## config.mk

```make
export PLATFORM = sky130hd
export DESIGN_NAME = mecanum_wheel_speed_pid
export DESIGN_NICKNAME = d
export VERILOG_FILES = /design/src/mws_pkg.sv /design/src/mecanum_wheel_speed_pid.sv
export VERILOG_INCLUDE_DIRS = /design/src /design/src/src
export SDC_FILE = /design/constraint.sdc
export NUM_CORES = 2
export LEC_CHECK = 0
export ABC_AREA = 1
export BUFFER_PORTS_ARGS = -buffer_cell sky130_fd_sc_hd__buf_4
export CORE_ASPECT_RATIO = 0.9
export CORE_MARGIN = 2
export CORE_UTILIZATION = 30
export CTS_CLUSTER_SIZE = 8
export DETAILED_ROUTE_END_ITERATION = 8
export PLACE_DENSITY = 0.5
export SLEW_MARGIN = 10
export SYNTH_ARGS = -nofsm -noshare
export SYNTH_HDL_FRONTEND = slang
export SYNTH_SLANG_ARGS = --single-unit
```

## constraint.sdc

```tcl
create_clock -name clk_i -period 18.5 [get_ports clk_i]
set_input_delay 0.925 -clock clk_i [delete_from_list [all_inputs] [get_ports clk_i]]
set_output_delay 0.925 -clock clk_i [all_outputs]
set_load 0.005 [all_outputs]
```

## src/assert_macros.svh

```systemverilog
// assertion macros shared by the rtl
`ifndef ASSERT_MACROS_SVH
`define ASSERT_MACROS_SVH
// immediate implication checked every clock
`define ASSERT_IMP(lbl, clk, rst_n, a, c, msg) \
  lbl: assert property (@(posedge clk) disable iff (!rst_n) (a) |-> (c)) else $error(msg);
// next-cycle implication
`define ASSERT_NXT(lbl, clk, rst_n, a, c, msg) \
  lbl: assert property (@(posedge clk) disable iff (!rst_n) (a) |=> (c)) else $error(msg);
`endif

```

## src/mws_pkg.sv

```systemverilog
// package for the mecanum wheel speed controller
package mws_pkg;
  localparam int unsigned FracBitsDef = 8;
  localparam int unsigned Wheels = 4;
  localparam int unsigned TurnClamp = 400;
  // divide by five as a multiply: (2^26 + 1) / 5, exact below 2^26
  localparam int unsigned TurnRecip = 13421773;
  localparam int unsigned TurnRecipSh = 26;
  localparam int unsigned CfgIdxW = 3;
  localparam logic [CfgIdxW-1:0] RegProp = 3'd0;
  localparam logic [CfgIdxW-1:0] RegInt = 3'd1;
  localparam logic [CfgIdxW-1:0] RegDer = 3'd2;
  localparam logic [CfgIdxW-1:0] RegVarOn = 3'd3;
  localparam logic [CfgIdxW-1:0] RegRampW = 3'd4;
  localparam logic [CfgIdxW-1:0] RegBand = 3'd5;
  localparam logic [CfgIdxW-1:0] RegLimit = 3'd6;

  typedef enum logic [2:0] {
    StIdle, StErr, StRamp, StDiv, StMul, StAcc, StOut
  } state_e;
endpackage

```

## src/mecanum_wheel_speed_pid.sv

```systemverilog
// mecanum wheel speed pid top level
// usage:
// - input channel (in_valid_i / in_stall_o) carries one control tick: four
//   encoder counts and forward, sideways and turn setpoints
// - output channel (out_valid_o / out_stall_i) carries four signed drives
// - cfg channel (cfg_valid_i / cfg_ready_o) writes gains and limits while idle
// timing:
// - each wheel runs serially through one shared datapath
// - per wheel: error capture, ramp setup, ramp factor divide (restoring,
//   one quotient bit a cycle), three gain multiplies done as 16-step shift-add
//   (one gain bit a cycle), accumulate
// - the wheels run back to back; each drive is registered at its accumulate,
//   and out_valid_o is raised from the out state after the last wheel
// - one item in flight; the next is accepted the cycle after the result is
//   taken
// reset:
// - pid history and accumulators go to zero, cfg registers to their defaults
// stall:
// - the result holds in the output register while out_stall_i is high;
//   no new item is taken until it is delivered
module mecanum_wheel_speed_pid #(
  parameter int unsigned FRAC_BITS = mws_pkg::FracBitsDef
) (
  input  logic clk_i,
  input  logic rst_ni,
  input  logic in_valid_i,
  output logic in_stall_o,
  input  logic signed [15:0] pulses_front_left_i,
  input  logic signed [15:0] pulses_front_right_i,
  input  logic signed [15:0] pulses_rear_left_i,
  input  logic signed [15:0] pulses_rear_right_i,
  input  logic signed [15:0] target_forward_i,
  input  logic signed [15:0] target_sideways_i,
  input  logic signed [15:0] target_turn_i,
  output logic out_valid_o,
  input  logic out_stall_i,
  output logic signed [15:0] drive_front_left_o,
  output logic signed [15:0] drive_front_right_o,
  output logic signed [15:0] drive_rear_left_o,
  output logic signed [15:0] drive_rear_right_o,
  input  logic cfg_valid_i,
  output logic cfg_ready_o,
  input  logic [mws_pkg::CfgIdxW-1:0] cfg_index_i,
  input  logic [15:0] cfg_data_i
);
  import mws_pkg::*;
  `include "assert_macros.svh"

  // error is saturated to 32 bits, products widened for sum
  localparam int unsigned EW = 32;
  localparam int unsigned SW = 52;
  localparam int unsigned BW = 16 + FRAC_BITS + 1; // (a+b) scaled

  logic [15:0] kp_q, ki_q, kd_q, rampw_q, band_q;
  logic        varon_q;
  logic [14:0] lim_q;

  logic signed [EW-1:0] e1_q [Wheels];
  logic signed [EW-1:0] e2_q [Wheels];
  logic signed [EW-1:0] acc_q [Wheels];

  logic signed [15:0] pul_q [Wheels];
  logic signed [15:0] x_q, y_q;
  logic signed [EW-1:0] t_q;
  logic signed [15:0] drv_q [Wheels];

  state_e st_q, st_d;
  logic [1:0] w_q;
  logic [4:0] cnt_q;
  logic [1:0] ph_q; // multiply phase: p, i, d
  logic out_v_q;

  logic signed [EW-1:0] e_q, ed_q, edd_q;
  logic [16:0] k_q;           // ramp factor q16, 17 bits; below 65536 inside the ramp band
  logic [BW+16:0] rem_q;      // divider remainder
  logic [BW-1:0] den_q;
  logic [15:0] ieff_q;
  logic [15:0] mg_q;          // gain bits shifted out
  logic signed [SW-1:0] mc_q; // multiplicand shifted left
  logic signed [SW-1:0] sum_q;

  assign in_stall_o  = (st_q != StIdle) || out_v_q;
  assign cfg_ready_o = (st_q == StIdle);
  assign out_valid_o = out_v_q;
  assign drive_front_left_o  = drv_q[0];
  assign drive_front_right_o = drv_q[1];
  assign drive_rear_left_o   = drv_q[2];
  assign drive_rear_right_o  = drv_q[3];

  // turn term: clamp, then divide the scaled magnitude by five with a
  // reciprocal multiply, sign restored after (truncates toward zero)
  logic signed [15:0] zc;
  logic [15:0] zmag;
  logic [33:0] tprod;
  logic [EW-1:0] tmag;
  logic signed [EW-1:0] tz;
  always_comb begin
    if (target_turn_i > $signed(16'(TurnClamp))) zc = 16'(TurnClamp);
    else if (target_turn_i < -$signed(16'(TurnClamp))) zc = -$signed(16'(TurnClamp));
    else zc = target_turn_i;
    zmag  = zc[15] ? 16'(-zc) : 16'(zc);
    tprod = 34'(zmag) * 34'(TurnRecip);
    tmag  = EW'(tprod >> (TurnRecipSh - FRAC_BITS));
    tz    = zc[15] ? -$signed(tmag) : $signed(tmag);
  end

  // wheel error for current wheel
  logic signed [EW+1:0] tgt, err_w;
  logic signed [EW-1:0] err_s, mag;
  always_comb begin
    unique case (w_q)
      2'd0: tgt = ((EW+2)'(x_q) <<< FRAC_BITS) + ((EW+2)'(y_q) <<< FRAC_BITS) - t_q;
      2'd1: tgt = ((EW+2)'(x_q) <<< FRAC_BITS) - ((EW+2)'(y_q) <<< FRAC_BITS) + t_q;
      2'd2: tgt = ((EW+2)'(x_q) <<< FRAC_BITS) - ((EW+2)'(y_q) <<< FRAC_BITS) - t_q;
      default: tgt = ((EW+2)'(x_q) <<< FRAC_BITS) + ((EW+2)'(y_q) <<< FRAC_BITS) + t_q;
    endcase
    err_w = tgt - ((EW+2)'(pul_q[w_q]) <<< FRAC_BITS);
    if (err_w > (EW+2)'(32'sh7fffffff)) err_s = 32'sh7fffffff;
    else if (err_w < -(EW+2)'(34'sh80000000)) err_s = 32'sh80000000;
    else err_s = err_w[EW-1:0];
  end

  // band thresholds for ramp
  logic [BW-1:0] bsc, absc, emag;
  always_comb begin
    bsc  = BW'(band_q) << FRAC_BITS;
    absc = (BW'(rampw_q) + BW'(band_q)) << FRAC_BITS;
    mag  = e_q[EW-1] ? -e_q : e_q;
    emag = BW'(mag); // mag <= 2^31; compare with wide check below
  end
  logic big_mag;
  assign big_mag = (BW < 32) && (({1'b0, mag} >> BW) != 0);

  // restoring divider trial
  logic [BW+16:0] trial;
  assign trial = rem_q - ((BW+17)'(den_q) << cnt_q);

  // accumulator update, wide enough for the largest increment
  logic signed [SW-1:0] inc, nacc, limq;
  always_comb begin
    inc  = sum_q / 256;
    nacc = SW'(acc_q[w_q]) + inc;
    limq = $signed(SW'(lim_q) << FRAC_BITS);
    if (nacc > limq) nacc = limq;
    else if (nacc < -limq) nacc = -limq;
  end

  always_comb begin
    st_d = st_q;
    unique case (st_q)
      StIdle: if (in_valid_i && !in_stall_o) st_d = StErr;
      StErr:  st_d = StRamp;
      StRamp: st_d = StDiv;
      StDiv:  if (cnt_q == 5'd0) st_d = StMul;
      StMul:  if (cnt_q == 5'd15 && ph_q == 2'd2) st_d = StAcc;
      StAcc:  st_d = (w_q == 2'd3) ? StOut : StErr;
      StOut:  st_d = StIdle;
      default: st_d = StIdle;
    endcase
  end

  always_ff @(posedge clk_i or negedge rst_ni) begin
    if (!rst_ni) begin
      st_q <= StIdle;
      kp_q <= '0; ki_q <= '0; kd_q <= '0; varon_q <= 1'b0;
      rampw_q <= 16'd100; band_q <= 16'd10; lim_q <= 15'd25000;
      out_v_q <= 1'b0;
      w_q <= '0; cnt_q <= '0; ph_q <= '0;
      for (int i = 0; i < Wheels; i++) begin
        e1_q[i] <= '0; e2_q[i] <= '0; acc_q[i] <= '0;
      end
    end else begin
      st_q <= st_d;
      if (cfg_valid_i && cfg_ready_o) begin
        unique case (cfg_index_i)
          RegProp:  kp_q <= cfg_data_i;
          RegInt:   ki_q <= cfg_data_i;
          RegDer:   kd_q <= cfg_data_i;
          RegVarOn: varon_q <= cfg_data_i[0];
          RegRampW: rampw_q <= cfg_data_i;
          RegBand:  band_q <= cfg_data_i;
          RegLimit: lim_q <= cfg_data_i[14:0];
          default: ;
        endcase
      end
      if (out_v_q && !out_stall_i) out_v_q <= 1'b0;
      unique case (st_q)
        StIdle: w_q <= '0;
        StErr: ;
        StRamp: begin
          cnt_q <= 5'd16;
          // k = 65536 * (absc - mag) / (A * 2^F)
          rem_q <= (BW+17)'(absc - emag) << 16;
          den_q <= BW'(rampw_q) << FRAC_BITS;
          k_q <= '0;
        end
        StDiv: begin
          if (trial[BW+16] == 1'b0) begin
            rem_q <= trial;
            k_q[cnt_q] <= 1'b1;
          end
          if (cnt_q == 5'd0) begin
            cnt_q <= '0;
            ph_q <= 2'd0;
            mg_q <= kp_q;
            mc_q <= SW'(ed_q);
            sum_q <= '0;
          end else begin
            cnt_q <= cnt_q - 5'd1;
          end
        end
        StMul: begin
          if (cnt_q == 5'd0 && ph_q == 2'd0) begin
            // first multiply cycle: quotient is final, pick the integral gain
            if (!varon_q) ieff_q <= ki_q;
            else if (big_mag || emag > absc || rampw_q == 16'd0) begin
              ieff_q <= (!big_mag && emag <= bsc) ? ki_q : 16'd0;
            end else if (emag <= bsc) ieff_q <= ki_q;
            else ieff_q <= 16'((33'(ki_q) * 33'(k_q)) >> 16);
          end
          if (mg_q[0]) sum_q <= sum_q + mc_q;
          if (cnt_q == 5'd15) begin
            cnt_q <= '0;
            ph_q <= ph_q + 2'd1;
            if (ph_q == 2'd0) begin mg_q <= ieff_q; mc_q <= SW'(e_q); end
            else begin mg_q <= kd_q; mc_q <= SW'(edd_q); end
          end else begin
            cnt_q <= cnt_q + 5'd1;
            mg_q <= mg_q >> 1;
            mc_q <= mc_q <<< 1;
          end
        end
        StAcc: begin
          acc_q[w_q] <= nacc[EW-1:0];
          e1_q[w_q] <= e_q;
          e2_q[w_q] <= e1_q[w_q];
          drv_q[w_q] <= 16'(nacc / SW'(1 << FRAC_BITS));
          w_q <= w_q + 2'd1;
        end
        StOut: out_v_q <= 1'b1;
        default: ;
      endcase
      if (st_q == StIdle && st_d == StErr) begin
        pul_q[0] <= pulses_front_left_i; pul_q[1] <= pulses_front_right_i;
        pul_q[2] <= pulses_rear_left_i;  pul_q[3] <= pulses_rear_right_i;
        x_q <= target_forward_i; y_q <= target_sideways_i; t_q <= tz;
      end
    end
  end

  // error of the current wheel, then its first and second differences
  always_ff @(posedge clk_i) begin
    if (st_q == StErr) e_q <= err_s;
    if (st_q == StRamp) begin
      ed_q  <= e_q - e1_q[w_q];
      edd_q <= e_q - (e1_q[w_q] <<< 1) + e2_q[w_q];
    end
  end

  `ASSERT_IMP(a_no_take_busy, clk_i, rst_ni, st_q != StIdle, in_stall_o, "accepted while busy")
  `ASSERT_NXT(a_out_hold, clk_i, rst_ni, out_v_q && out_stall_i, out_v_q, "result dropped")
  `ASSERT_IMP(a_idle_out, clk_i, rst_ni, out_v_q, st_q == StIdle, "result while working")
endmodule
```

==> impl_metrics.ini <==
[logic_synthesis]
synth_ff_type = edfxtp_1
synthMuxAreaShare_pct = 0.569
yosysWarnings = 0
synth-edff-count = 490
synth_simple_gate_area_share_pct = 18.9
post_synth_inst_count = 9743
ys_async_sr_fraction_pct = 50.2
synth_sequential_area_ratio_pct = 35.1
yosys.area_share.xor_xnor_pct = 3.13
mean_post_synth_cell_area_um2 = 7.92
syn_area_mm2 = 0.0771
post_synth_fa_ha_maj_area_fraction_pct = 18.5
yosys_register_bits = 983
synth_top_cell_area_share_pct = 19.1
mappedNetlistNets = 10800
synth_compound_gate_area_share_pct = 15.0
netlist.top_cell.by_area = edfxtp_1
ys_types = 72
synth.top_cells.by_area = edfxtp_1 (19%), dfrtp_1 (16%), nand2_1 (12%)
combinational_family_with_the_most_area_after_synthesis = simple AND/OR/NAND/NOR gates

[finish]
areaGrowthSynthToFinish_pct = 12.3
design.final.nets = 10900
n_antenna_cell = 0
fillers = 26700
final_cells = 13300
drive_above_1_share_pct = 5.95
layout.core_utilization_pct = 33.9
mostFrequentLayoutCells = nand2_1 (2465), inv_1 (1411), o21ai_0 (975)
commonest_non_fill_non_tap_cell_in_the_layout = nand2_1

[sta]
maxSlewHeadroom_pct = 19.6
finalSetupViolations = 0
final.hold.worst_slack_ns = 0.336
drv_slew = 0
fin_tns_setup_ns = 0
timing_worst_slew_pin_value_ns = 1.19
final.min_clock_period_ns = 9.88
grt_setup_unrepaired = no
hold_viol = 0
finalCritPeriodShare_pct = 53.4
final_critical_path_setup_slack_ns = 8.62
clock_skew_ns = 0.0911
fmax_mhz = 101

[placed_design]
hpwl_um = 185000
detailedPlace.worstSlack_ns = 7.33
placed_cells_incl_taps = 13100
gpl.final_weighted_congestion = 0.921
quantity_of_i_o_buffers_inserted_on_ports = 202

[critical_path]
crit_fanout = 28
worst_r2r_path_depth = 43
crit_slowest_cell = fa_1
cp-start-kind = input pin
rr_startpoint = w_q[0]
r2r_setup_slack_ns = 9.34
crit_path_frequent_cell = inv_1
crit_path_max_incr_delay_ns = 0.64
criticalPathCategory = in2reg
critPathCaptureType = flip-flop
cp.arrival_ns = 10.34
critPathRequiredTime_ns = 18.96
destination_of_the_worst_register_to_register_timing_path = drv_q[1][6]

[clocking]
clkLatencyLatePin_ns = 0.83
post-cts-setup-buffers = 0
htreeDepth = 4
clock-root-buffer = clkbuf_16
cts_resized = 0
clockBufferDepth = 4
clk_pin_slew_ns = 0.05
clock_sink_count = 983
cts_inserted_buffers = 152
cts_tree = yes

[global_route]
antenna_found_initial = 7
grt_pass1_vias = 65200
globalRoute.totalOverflow = 0
maximum_number_of_pins_on_one_net_before_global_route_repair = 126
grt_pass1_wl_um = 382000
groute.usage.overall_pct = 18.4

[die]
core_region_area_mm2 = 0.256
die-height_um = 485
rows = 176
initial_standard_cell_utilization_of_the_core_pct = 30.2
boundaryPins = 203
fp.dieArea_mm2 = 0.261
chipWidth_um = 539

[power]
max-vdd-ir-drop_mv = 0.226
share_comb_of_total_power_pct = 45.8
total_switching_power_uw = 3850
power.share.switching_pct = 41.7
internal-power_uw = 5380
power_frac_clock_pct = 27.7
static-leakage-power_uw = 0.0412
power_density_mw_per_mm2 = 106
power.sequential.fraction_pct = 26.4

[route]
routed-via-count = 65400
drt-initial-drc-count = 5156
post_drt_via_cell_ratio = 4.91
route.final.wire_length_um = 243000
postRouteAntennaNets = 0
detail_route.drc_violations = 0
drt-wirelength-per-cell_um = 18.3
drtPass1Iterations = 6

[hold_path]
timing.hold.worst_endpoint = pul_q[2][0]
timing.hold.worst.start = pulses_rear_left_i[0]
timing.hold.worst_path_depth = 1
worst_hold_path_type = in2reg

[flow_run]
max_capacitance_violation_count = 0

[outcome]
run_status = finished, final reports clean
power groups by stage:
stage	Combinational [µW]	Clock (µW)	Sequential, µW
3_3_place_gp	4230	0	2480
2_1_floorplan	3040	0	2470
5_1_grt	4840	2730	2440
3_5_place_dp	4220	0	2480
6_report	4230	2560	2440
4_1_cts	4250	2640	2440
state kept, by name, summed over array words and instances, names as in the netlist, 32 cells and up:
register	count
acc_q	128
drv_q	64
e1_q	128
e2_q	128
e_q	32
ed_q	32
edd_q	32
mc_q	52
pul_q	64
rem_q	34
sum_q	52
synthesized netlist by cell type, drive strengths merged (3+ instances only):
cell type  number
nand3         251
o31ai          12
nor3           79
or2            22
a221oi          5
dfrtp         482
o21a           43
mux2i          36
o211ai         53
o21ai         986
mux2            7
a21oi         693
clkbuf        314
nand4          64
nor2          643
inv          1434
a21boi         14
nand2        2491
a32o           43
nand3b         20
a2111oi         8
o2111ai         5
fa            324
nor4           31
a211o           3
buf            34
xnor2          76
dfstp          11
edfxtp        490
a31oi          51
ha            624
o22ai          50
a21o           21
a211oi          6
o221ai         35
clkinv          8
o21bai         45
xor2          199
and2            8
worst max-delay path by stage:
stage                            from       to  slack (ns)  cells after the start
detailed placement   target_turn_i[9]  t_q[15]        7.33                     37
finish              target_turn_i[14]  t_q[15]        8.62                     35
CTS                  target_turn_i[9]  t_q[15]        8.15                     37
global route        target_turn_i[14]  t_q[15]        7.91                     42
global placement     target_turn_i[0]  t_q[15]        7.43                     39
floorplan           target_turn_i[14]  t_q[15]        9.71                     44
per-stage QoR:
step | instance area, µm² | total power, µW
6_report | 86600 | 9230
5_1_grt | 86600 | 10000
4_1_cts | 86600 | 9330
3_5_place_dp | 82300 | 6700
3_3_place_gp | 82300 | 6710
2_1_floorplan | 77100 | 5510
per-layer routing:
layer | share of wire, % | wire length (µm) | GRT usage [%]
met5 | 0 | 0 | 0
met4 | 2.1 | 5140 | 4.19
met3 | 4.5 | 11000 | 2.14
met2 | 45 | 110000 | 29.9
met1 | 48 | 117000 | 26.1
final cells by class:
cell class | count | area (µm²) | area share [%]
Clock inverter | 7 | 41.3 | 0.0477
Tap cell | 3382 | 4230 | 4.88
Multi-Input combinational cell | 6970 | 43500 | 50.2
Sequential cell | 983 | 27100 | 31.2
Timing Repair Buffer | 277 | 2130 | 2.46
Inverter | 1442 | 5430 | 6.27
Clock buffer | 238 | 4260 | 4.92
cell families (layout without fill, tap and decap cells):
| kind of cell | count (synthesis) | in the layout |
|---|---|---|
| compound gates | 2090 | 2090 |
| xor+xnor | 275 | 275 |
| fa+ha+maj | 948 | 948 |
| buf+inv | 1790 | 1964 |
| flops | 983 | 983 |
| mux | 43 | 43 |
| simple gates | 3614 | 3614 |
worst max-delay path: cells and delay by family:
| kind | cells | cell delay, ns |
|---|---|---|
| XOR/XNOR | 2 | 0.63 |
| AO/OA/AOI/OAI | 7 | 1.12 |
| AND/OR/NAND/NOR | 8 | 2.45 |
| adder cells (fa/ha/maj) | 9 | 4.02 |
| buffers and inverters | 9 | 1.18 |
timing repair:
item | CTS | global route
endpoints found under the setup margin | 0 | 0
hold buffers | 1 | 0
endpoints found under the hold margin | 14 | 0
No activity file was read; power rests on OpenSTA's default activity.
